[config.mk]
export PLATFORM = sky130hd
export DESIGN_NAME = hlm_ring
export DESIGN_NICKNAME = d
export VERILOG_FILES = /design/src/hw/rtl/assert_macros.svh /design/src/hw/rtl/hlm_pkg.sv /design/src/hw/rtl/hlm_ring.sv
export SDC_FILE = /design/constraint.sdc
export NUM_CORES = 2
export LEC_CHECK = 0
export ABC_CLOCK_PERIOD_IN_PS = 5200
export BUFFER_PORTS_ARGS = -buffer_cell sky130_fd_sc_hd__buf_4
export CAP_MARGIN = 15
export CORE_MARGIN = 2
export CORE_UTILIZATION = 35
export CTS_CLUSTER_SIZE = 30
export DETAILED_ROUTE_END_ITERATION = 10
export HOLD_SLACK_MARGIN = 0.1
export PLACE_DENSITY = 0.59
export SLEW_MARGIN = 20
export SYNTH_ARGS = -nofsm -noshare
export SYNTH_HDL_FRONTEND = slang
export SYNTH_SLANG_ARGS = --single-unit
[constraint.sdc]
create_clock -name clk -period 5.2 [get_ports clk]
set_input_delay 1.04 -clock clk [delete_from_list [all_inputs] [get_ports clk]]
set_output_delay 1.04 -clock clk [all_outputs]
set_load 0.02 [all_outputs]
[src/hw/rtl/assert_macros.svh]
`ifndef ASSERT_MACROS_SVH
`define ASSERT_MACROS_SVH

// same-cycle implication, checked on every rising clk edge out of reset
`define ASSERT_IMPLIES(label, ante, cons) \
	label: assert property (@(posedge clk) disable iff (!arst_n) (ante) |-> (cons)) \
		else $error("assertion failed");

// next-cycle implication
`define ASSERT_NEXT(label, ante, cons) \
	label: assert property (@(posedge clk) disable iff (!arst_n) (ante) |=> (cons)) \
		else $error("assertion failed");

`endif

[src/hw/rtl/hlm_pkg.sv]
package hlm_pkg;

	localparam int TIME_W        = 64;
	localparam int LAT_W         = 48;
	localparam int AVG_W         = 49;
	localparam int LIM_W         = 4;
	localparam int IVL_W         = 24;
	localparam int IN_DATA_W     = 192;
	localparam int OUT_DATA_W    = 232;
	localparam int SEND_SLACK_US = 500;
	localparam int US_PER_S      = 1000000;
	localparam int LIMIT_MAX_S   = 10;

	typedef enum logic [1:0] {
		OP_TICK,
		OP_RESP,
		OP_ECHO
	} op_t;

	typedef enum logic [1:0] {
		KIND_NONE,
		KIND_REQ,
		KIND_ECHO
	} kind_t;

	typedef enum logic [0:0] {
		REG_LIMIT,
		REG_INTERVAL
	} cfg_reg_t;

	typedef enum logic [2:0] {
		ST_IDLE,
		ST_EXEC,
		ST_SEARCH,
		ST_WIN,
		ST_DIV,
		ST_EMIT
	} state_t;

	typedef struct packed {
		logic              time_we;
		logic              lat_we;
		logic [TIME_W-1:0] time_data;
		logic [LAT_W-1:0]  lat_data;
	} ring_wr_t;

	// average limit in us; out-of-range settings act as one second
	function automatic logic [IVL_W-1:0] limit_us(input logic [LIM_W-1:0] lim);
		logic [IVL_W-1:0] secs;
		secs = IVL_W'(lim);
		if (lim == '0 || secs > IVL_W'(LIMIT_MAX_S))
			secs = IVL_W'(1);
		return IVL_W'(secs * IVL_W'(US_PER_S));
	endfunction

endpackage

[src/hw/rtl/hlm_ring.sv]
module hlm_ring import hlm_pkg::*; #(
	parameter int DEPTH = 30,
	parameter int IW    = 5
) (
	input  logic              clk,
	input  ring_wr_t          wr,
	input  logic [IW-1:0]     wr_addr,
	input  logic [IW-1:0]     rd_addr,
	output logic [TIME_W-1:0] rd_time,
	output logic [LAT_W-1:0]  rd_lat
);

	logic [TIME_W-1:0] time_mem [DEPTH];
	logic [LAT_W-1:0]  lat_mem  [DEPTH];

	always_ff @(posedge clk) begin
		if (wr.time_we)
			time_mem[wr_addr] <= wr.time_data;
		rd_time <= time_mem[rd_addr];
	end

	always_ff @(posedge clk) begin
		if (wr.lat_we)
			lat_mem[wr_addr] <= wr.lat_data;
		rd_lat <= lat_mem[rd_addr];
	end

endmodule

# ---- Word-level counts from Yosys, hierarchy flattened
# Memory sizes are Yosys's and may differ from the RTL's. A register that Yosys moved wholly into a read port is not among the register bits.
# Cells that the tools add are included.
dict set report classes {
  mux 4
}
# cell count
set ops {}
lappend ops {{$mux 1} 4}
dict set report totals {
  register_bits 0
  ram_bits 3360
  output_inout_bits 112
  mem_count 2
}
# name words width rd rd_ports_with_merged_regs write_ports line
set mem_list {}
lappend mem_list {time_mem 30 64 1 1 1 hlm_ring.sv:13} ;# logic [TIME_W-1:0] time_mem [DEPTH];
lappend mem_list {lat_mem 30 48 1 1 1 hlm_ring.sv:14} ;# logic [LAT_W-1:0] lat_mem [DEPTH];

# ---- Logic depth before layout (Yosys ltp)
dict set report logic_depth {
  word_depth 2
  mapped_depth 10
}

# ---- Least setup slack after synthesis
# No wires, ideal clock.
dict set report synth_timing {
  path_type {input-to-reg}
  startpoint {in wr_addr[4]}
  endpoint {mem time_mem[16][0], enable pin}
  setup_time_ns 0.486
  arrival_ns 4.550
  t_required_ns 4.714
  setup_slack_ns 0.164
  stages 4
  path_cell_list {clkbuf_1 -> or3b_2 -> clkbuf_1 -> nor2_1}
}
# element line
set synth_rtl {}
lappend synth_rtl {{start, declared} hlm_ring.sv:7} ;# input logic [IW-1:0] wr_addr,
lappend synth_rtl {{end, declared} hlm_ring.sv:13}
# Straight into the memory's write port.

==> metrics <==
first-pass detailed-route iteration total 5; status finished, final reports clean; clk_skew 0.0403 ns; Worst setup EP type flip-flop; Hold Crit Start wr[3]; Hold-fix buffers, CTS 0; I/O pin cnt around 240; Post-layout nets 6978; Avg WL per Cell just over 30 µm; Area Growth Syn to Fin 15.3%; Critical Path Source rd_addr[4]; H-tree levels 5; synthesized cell area 131000 µm²; syn nets about 6500; power density over the cells approximately 400 nW/µm²; critical path class in2reg; Tcrit/Tclk final 56.7%; Synth Register Bits 3472; Pleak between 40 and 50 nW; first-pass GRT wire length just over 500000 µm; clock sinks 3472; antenna-violating nets left 0; worst-path fanout max 39; Residual DRC 0; EDFF count, synth around 3400; die width roughly 600 µm; Critical Path AT around 3.8 ns; synth warn 0; fin. max-slew vios 0; most common cell after layout, fill and taps aside edfxtp_1; TritonCTS Buffers 356; number of global-route vias before repair 66500; clock tree buffer depth 4; clk root buf clkbuf_16; Avg Inst Size Synth ~20 µm²; FFs w/ async S/R, synth 0%; top_reg_cell synth edfxtp_1; Tightest Pin Transition 1.12 ns; worst-skew pair later-pin latency 0.94 ns; full die area 380000 µm²; Reg clk slew, reported paths approximately 0.06 ns; VDD IR max a little over 0.3 mV; post-cts resize count 0; Max Clock Freq ~340 MHz; unrepaired setup endpoints after global routing no; largest net degree at the start of global routing 119; Die Ht 616 µm; post-DP HPWL about 210000 µm; Rows between 200 and 250; initial drt markers a little over 7000; critical path launch point type input port; CTS tree yes; hold path depth 1; share of layout cells above drive strength 1 about a fifth; drt total wl 372000 µm; cell count after synthesis 6394; GRT Overall Usage 19.1%; number of port buffers between 200 and 250; Slew HR approximately 25%; synth unique cells 57; max_cap viols 0; Min-Delay Path Class in2reg; most frequent cells in the layout edfxtp_1 (3360), mux2i_1 (935), buf_4 (415); fin crit period 2.95 ns; Hold Vio Cnt, Final 0; Final Util 40.6%; GRT Residual Overflow 0; DR vias/cell 5.50; setup violators final 0; reg2reg start lat_mem[18][8]$_DFFE_PP_; Initial Util a little over a third; CORE AREA around 370000 µm²; initial antenna violation count 56; vias between 60000 and 70000; WP data required around 6 ns; Seq/Total Area, Yosys 78.6%; Placer Congestion roughly 0.8; Final Power about 59 mW; Worst R2R Path Depth 4; Post-CTS Setup Bufs 0; setup tns final 0 ns
stage by stage:
stage	hold WS [ns]	std cells	setup slack, ns	cell area [µm²]
floorplan	0.549	6394	0.164	131000
global placement	0.580	11500	1.29	140000
detailed placement	0.591	11500	1.31	140000
CTS	0.434	12100	2.26	151000
global route	0.474	12100	2.15	151000
finish	0.489	12100	2.25	151000
logic make-up (layout without fill, tap and decap cells):
logic type | count (synthesis) | in the layout | synth area share (%)
DFF | 3472 | 3472 | 78.6
and+or+nand+nor | 495 | 495 | 1.96
AOI/OAI and AO/OA | 748 | 748 | 4.05
buffers and inverters | 363 | 1122 | 1.78
muxes | 1316 | 1316 | 13.6
other | 0 | 15 | 0
worst max-delay path: stages:
cell,delay [ns]
buf_6,0.46
nand2b_1,0.93
nor2_1,0.49
a221o_1,0.46
a2111oi_2,0.27
worst paths after layout:
check	endpoint	slack, ns
setup reg to reg	rd_lat[8]$_DFF_P_	3.42
setup / recovery	rd_lat[43]$_DFF_P_	2.25
hold reg to reg	rd_time[56]$_DFF_P_	0.60
hold / removal	lat_mem[4][3]$_DFFE_PP_	0.49
area by class of cell:
cell class	instances	area (µm²)
fillers	32900	222000
flip-flops and latches	3472	103000
multi-input cells	2559	26400
clock buffers	487	9760
well taps	4972	6220
repair buffers	462	4030
clock inverters	171	1660
diodes	15	37.5
inverters	2	7.51
Yosys cell counts (all sizes together) (11+ instances only):
| library cell | number | area share [%] |
|---|---|---|
| nor2b | 16 | 0.076 |
| o22ai | 101 | 0.48 |
| buf | 260 | 1.5 |
| and2 | 11 | 0.052 |
| mux2i | 935 | 7.1 |
| dfxtp | 112 | 1.7 |
| clkbuf | 101 | 0.29 |
| o21ai | 60 | 0.23 |
| nand4 | 38 | 0.18 |
| nand3 | 176 | 0.67 |
| a31oi | 33 | 0.16 |
| a21oi | 85 | 0.32 |
| nand2 | 120 | 0.34 |
| nor2 | 74 | 0.21 |
| o211ai | 11 | 0.063 |
| a2111oi | 13 | 0.15 |
| nor4 | 21 | 0.18 |
| mux4 | 372 | 6.4 |
| a22oi | 373 | 2.1 |
| a22o | 51 | 0.34 |
| edfxtp | 3360 | 77 |
metal layers:
metal	share of wire, %	track usage (%)	vias to the layer above	wire length [µm]
met1	40	25.3	35800	147000
met2	50	32.4	2853	185000
met3	7.8	3.26	600	29100
met5	0.049	0	-	181
met4	2.9	5.27	30	10600
li1	-	-	27400	-
power breakdown:
part	internal, mW	switching (mW)	leakage (nW)
combinational	1.05	1.93	12.7
clock	14.4	10.6	5.60
sequential	31.1	0.260	31.2
total	46.5	12.8	49.5
registers in the layout, summed over array words and instances, names as in the netlist:
name      cells
time_mem   1920
lat_mem    1440
rd_time      64
rd_lat       48
No activity file was read; power rests on OpenSTA's default activity.
