**src/hw/rtl/assert_macros.svh**
```systemverilog
`ifndef ASSERT_MACROS_SVH
`define ASSERT_MACROS_SVH

// same-cycle implication, checked on every rising clk edge out of reset
`define ASSERT_IMPLIES(label, ante, cons) \
	label: assert property (@(posedge clk) disable iff (!arst_n) (ante) |-> (cons)) \
		else $error("assertion failed");

// next-cycle implication
`define ASSERT_NEXT(label, ante, cons) \
	label: assert property (@(posedge clk) disable iff (!arst_n) (ante) |=> (cons)) \
		else $error("assertion failed");

`endif

```
**src/hw/rtl/hlm_pkg.sv**
```systemverilog
package hlm_pkg;

	localparam int TIME_W        = 64;
	localparam int LAT_W         = 48;
	localparam int AVG_W         = 49;
	localparam int LIM_W         = 4;
	localparam int IVL_W         = 24;
	localparam int IN_DATA_W     = 192;
	localparam int OUT_DATA_W    = 232;
	localparam int SEND_SLACK_US = 500;
	localparam int US_PER_S      = 1000000;
	localparam int LIMIT_MAX_S   = 10;

	typedef enum logic [1:0] {
		OP_TICK,
		OP_RESP,
		OP_ECHO
	} op_t;

	typedef enum logic [1:0] {
		KIND_NONE,
		KIND_REQ,
		KIND_ECHO
	} kind_t;

	typedef enum logic [0:0] {
		REG_LIMIT,
		REG_INTERVAL
	} cfg_reg_t;

	typedef enum logic [2:0] {
		ST_IDLE,
		ST_EXEC,
		ST_SEARCH,
		ST_WIN,
		ST_DIV,
		ST_EMIT
	} state_t;

	typedef struct packed {
		logic              time_we;
		logic              lat_we;
		logic [TIME_W-1:0] time_data;
		logic [LAT_W-1:0]  lat_data;
	} ring_wr_t;

	// average limit in us; out-of-range settings act as one second
	function automatic logic [IVL_W-1:0] limit_us(input logic [LIM_W-1:0] lim);
		logic [IVL_W-1:0] secs;
		secs = IVL_W'(lim);
		if (lim == '0 || secs > IVL_W'(LIMIT_MAX_S))
			secs = IVL_W'(1);
		return IVL_W'(secs * IVL_W'(US_PER_S));
	endfunction

endpackage

```
**src/hw/rtl/hlm_div.sv**
```systemverilog
module hlm_div import hlm_pkg::*; #(
	parameter int NW = 52,
	parameter int DW = 4
) (
	input  logic          clk,
	input  logic          arst_n,
	input  logic          start,
	input  logic [NW-1:0] dividend,
	input  logic [DW-1:0] divisor,
	output logic          busy,
	output logic          done,
	output logic [NW-1:0] quotient
);

	localparam int CW = $clog2(NW + 1);

	logic [NW-1:0] quo_q;
	logic [DW-1:0] rem_q;
	logic [DW-1:0] den_q;
	logic [CW-1:0] cnt_q;
	logic          busy_q;
	logic          done_q;
	logic [DW:0]   trial;
	logic          fits;

	assign trial = {rem_q, quo_q[NW-1]};
	assign fits  = trial >= {1'b0, den_q};

	always_ff @(posedge clk or negedge arst_n) begin
		if (!arst_n) begin
			busy_q <= 1'b0;
			done_q <= 1'b0;
			cnt_q  <= '0;
		end else if (start) begin
			busy_q <= 1'b1;
			done_q <= 1'b0;
			cnt_q  <= CW'(NW);
		end else if (busy_q) begin
			cnt_q <= cnt_q - 1'b1;
			if (cnt_q == CW'(1)) begin
				busy_q <= 1'b0;
				done_q <= 1'b1;
			end
		end else begin
			done_q <= 1'b0;
		end
	end

	// restoring division, one quotient bit per cycle
	always_ff @(posedge clk) begin
		if (start) begin
			quo_q <= dividend;
			rem_q <= '0;
			den_q <= divisor;
		end else if (busy_q) begin
			quo_q <= {quo_q[NW-2:0], fits};
			if (fits)
				rem_q <= DW'(trial - {1'b0, den_q});
			else
				rem_q <= trial[DW-1:0];
		end
	end

	assign busy     = busy_q;
	assign done     = done_q;
	assign quotient = quo_q;

endmodule

```
**config.mk**
```make
export PLATFORM = sky130hd
export DESIGN_NAME = hlm_div
export DESIGN_NICKNAME = d
export VERILOG_FILES = /design/src/hw/rtl/assert_macros.svh /design/src/hw/rtl/hlm_pkg.sv /design/src/hw/rtl/hlm_div.sv
export SDC_FILE = /design/constraint.sdc
export NUM_CORES = 1
export LEC_CHECK = 0
export ABC_CLOCK_PERIOD_IN_PS = 4059
export BUFFER_PORTS_ARGS = -buffer_cell sky130_fd_sc_hd__buf_2
export CAP_MARGIN = 20
export CORE_ASPECT_RATIO = 1.1
export CORE_MARGIN = 1.5
export CORE_UTILIZATION = 45
export DETAILED_ROUTE_END_ITERATION = 7
export PLACE_DENSITY = 0.74
export SYNTH_ARGS = -nofsm -noshare
export SYNTH_HDL_FRONTEND = slang
export SYNTH_SLANG_ARGS = --single-unit
```
**constraint.sdc**
```tcl
create_clock -name clk -period 4.06 [get_ports clk]
set_input_delay 0.609 -clock clk [delete_from_list [all_inputs] [get_ports clk]]
set_output_delay 0.609 -clock clk [all_outputs]
set_load 0.02 [all_outputs]
```
## After elaboration in Yosys (flattened, before gate mapping)

Index checks and enable logic that the tools add are counted.

- Register bits after elaboration: 68
- Input port bits: 59
- Word-level logic and storage cells: 23

- Add/subtract/negate cells: 2
- Magnitude comparators: 1
- Equal/unequal tests: 2
- Mux-type cells: 11
- Reductions and logical operators: 1

Operator list:

| kind | count |
|---|---|
| $mux W52 | 2 |
| $mux W6 | 2 |
| $eq A6 B1 Y1 const B | 1 |
| $mux W1 | 6 |
| $sub A6 B1 Y6 const B | 1 |
| $ge A5 B4 Y1 | 1 |
| $mux W4 | 1 |
| $sub A4 B4 Y4 | 1 |
| $ne A3 B2 Y1 const B | 1 |
| $reduce_bool A2 Y1 | 1 |

## Longest topological paths before layout

- Word-level depth: 4
- Depth in mapped cells: 6
- Depth with buffers taken out: 6

## Worst setup path before layout

OpenSTA, ideal clock, no wires.

- Path kind: input -> register
- Start: input start
- End: register quo_q[0], in the netlist quotient[0] (enable)
- Library setup time: 0.387 ns
- Data arrival time: 1.581 ns
- Data required time: 3.673 ns
- Slack: 2.091 ns
- Stages on the path: 2
- Path through: clkbuf_1 -> or2_2

- Cells in the longest elaborated chain, start to end: 1

Ends and longest elaborated chain:

| element | line | RTL |
|---|---|---|
| start, declared | hlm_div.sv:7 | `input logic start,` |
| $reduce_bool A2 Y1 (no source line) | -- |  |
| end signal, assigned | hlm_div.sv:52 | `quo_q <= dividend;` |
| end signal, assigned | hlm_div.sv:56 | `quo_q <= {quo_q[NW-2:0], fits};` |
| end, declared | hlm_div.sv:17 | `logic [NW-1:0] quo_q;` |

Every way passes these cells.
A chain may end at the register's enable or synchronous reset.

## Final worst setup path

- Start: register busy_q, in the netlist busy
- End: register quo_q[36], in the netlist quotient[36] (enable)

- Cells in the longest elaborated chain, start to end: 1

Ends and longest elaborated chain:

| element | line | RTL |
|---|---|---|
| start, declared | hlm_div.sv:21 | `logic busy_q;` |
| start signal, assigned | hlm_div.sv:31 | `busy_q <= 1'b0;` |
| start signal, assigned | hlm_div.sv:35 | `busy_q <= 1'b1;` |
| start signal, assigned | hlm_div.sv:41 | `busy_q <= 1'b0;` |
| $reduce_bool A2 Y1 (no source line) | -- |  |

Every way passes these cells.

==> metrics <==
final setup margin=1900 ps; Yosys reg bits=68; power per standard cell area=464 nW/µm²; switching share of total power=0.288; TritonRoute pass-1 iters=4; commonest non-fill, non-tap cell in the layout=buf_2; Syn-to-layout area delta=26.4%; Clock Skew=7.76 ps; post-route minimum period=2160 ps; number of diodes=0; CTS buffer count=9; DP Wirelength=3.99 mm; cts repair resizes=0; CTS tree=yes; worst vdd ir=220 µV; Yosys Warn Count=0; status=finished clean; NumNets Final=377; net count after synthesis=259; Rel. slew slack=0.331; reg2reg path depth=2; Final Max Slew Viols=0; most frequent cells in the layout=112 x buf_2, 56 x edfxtp_1, 52 x mux2_2, 9 x inv_1, 9 x clkbuf_8; grt total ovfl=0; number of global-route vias before repair=1928; min-delay worst type=primary input to asynchronous set/reset pin; Ports=113; Total Routed Length=5.79 mm; largest net degree at the start of global routing=70; Die ar.=7260 µm²; antenna violations before repair=0; Initial Util=0.464; core area=6560 µm²; critical path peak fanout=43; DRC=0; share of cells above drive strength 1=0.576; Max-Cap Viols=0; antenna-violating nets left=0; clock slew seen by the registers of the worst setup and hold paths=70 ps; Overall Power=1.78 mW; sequential fraction of the synthesis area=0.645; Die X=81.4 µm; clk sinks=68; clk_lat worst skew=330 ps; static leakage=1.66 nW; Final period util=0.533; synth unique cells=36; setup_tns=0 ps; worst path required time=4090 ps; via count=1995; vias per inst=5.01; deepest clock path buffer count=2; Flop pwr share=0.513; H-tree depth=3; Psw=0.513 mW; first-pass GRT wire length=8.78 mm; clock share of power=0.249; hold violation count in the final report=0; RSZ-0062 raised after global routing=no; Clock Tree Root=clkbuf_8; timing-limited maximum frequency=462 MHz; Crit Path Category=flop to flop; average cell area after synthesis=15.8 µm²; Mapped Cells=193; CP arrival=2200 ps; # setup viols final=0; Slew @ Worst Pin=1000 ps; postcts setup bufs=0; Overall Global Routing Usage=0.167; Comb pwr share=0.238; I/O Buffers=112; Die Y=89.2 µm; CP endpoint kind=flop; initial DRC count=107; Pint=1.27 mW; Hold WS=107 ps; CP Launch Type=flop; Final Wtd Congestion=0.801; pre-CTS setup slack=1870 ps; Mapped Area=3040 µm²; row cnt=31; DR WL/cell=14.5 µm; CTS Hold Bufs=0
## path summary, 6_finish.rpt
path | endpoint | start | slack [ps]
worst max-delay path | quotient[36] | busy | 1900
worst min-delay path | cnt_q[2] | arst_n | 110
worst max register to register | quotient[36] | busy | 1900
worst min register to register | rem_q[3] | rem_q[3] | 470
max in group asynchronous | done | arst_n | 3780
min in group clk | den_q[2] | divisor[2] | 450
## cell families after synthesis
| family | Yosys count | synth area share |
|---|---|---|
| buffers and inverters | 17 | 0.0226 |
| AOI/OAI and AO/OA | 15 | 0.0387 |
| muxes | 52 | 0.193 |
| and+or+nand+nor | 29 | 0.0552 |
| adders and majority gates | 7 | 0.0313 |
| DFF | 68 | 0.645 |
| xor gates and xnor gates | 5 | 0.0144 |
## flip-flops by register name, indices dropped and copies added (netlist names)
| name | cells |
|---|---|
| quotient | 52 |
| den_q | 4 |
| rem_q | 4 |
| cnt_q | 6 |
| busy | 1 |
| done | 1 |
## through the flow
stage / cells / cell area (µm²) / util
after global placement: 382 / 3690 / 0.563
after floorplan: 193 / 3040 / -
final: 398 / 3840 / 0.586
after detailed placement: 382 / 3690 / 0.563
after global routing: 398 / 3840 / 0.586
after CTS: 398 / 3840 / 0.586
## Yosys cell counts
cell       n  area [µm²]
edfxtp_1  56        1680
mux2_2    52         586
inv_1      9        33.8
dfrtp_1    8         200
ha_1       6        75.1
nor2_1     6        22.5
nand2_1    5        18.8
buf_2      4        20.0
clkbuf_1   4        15.0
dfxtp_1    4        80.1
nor2b_1    3        18.8
nor3_1     3        15.0
xnor2_1    3        26.3
a21o_1     2        15.0
a21oi_1    2        10.0
nand2b_1   2        12.5
o21ai_0    2        10.0
o21bai_1   2        15.0
o22ai_1    2        12.5
xor2_1     2        17.5
a211oi_1   1        7.51
a311o_1    1        10.0
a311oi_1   1        8.76
and3_1     1        6.26
fa_1       1        20.0
nand4_1    1        6.26
nor3b_1    1        7.51
nor4_1     1        6.26
nor4b_1    1        8.76
nor4b_2    1        15.0
o221a_4    1        20.0
o311ai_1   1        8.76
or2_1      1        6.26
or2_2      1        6.26
or2_4      1        8.76
or3b_2     1        8.76
## worst max-delay path: stages, from the launching register on
cell,delay [ps]
dfrtp_1,660
or2_2,880
buf_4,300
## power by group through the flow
stage	Clock (mW)	Sequential (mW)	Combinational [mW]
2_1_floorplan	0	1.00	0.212
3_3_place_gp	0	0.928	0.416
3_5_place_dp	0	0.928	0.427
4_1_cts	0.457	0.915	0.429
5_1_grt	0.484	0.927	0.466
6_report	0.445	0.915	0.424
## layout make-up
type	instances	area, µm²
Tap cell	82	103
Sequential cell	68	1960
Timing Repair Buffer	115	583
Clock buffer	12	135
Fill cell	550	2710
Inverter	9	33.8
Multi-Input combinational cell	108	1010
Clock inverter	4	16.3
## routing by layer
metal / share of wire / vias up / GRT usage
li1: - / 959 / -
met1: 0.41 / 953 / 0.203
met2: 0.49 / 71 / 0.267
met3: 0.076 / 12 / 0.0551
met4: 0.021 / 0 / 0.0862
met5: 0 / - / 0
Note: power is estimated with default switching activity, not from simulation.
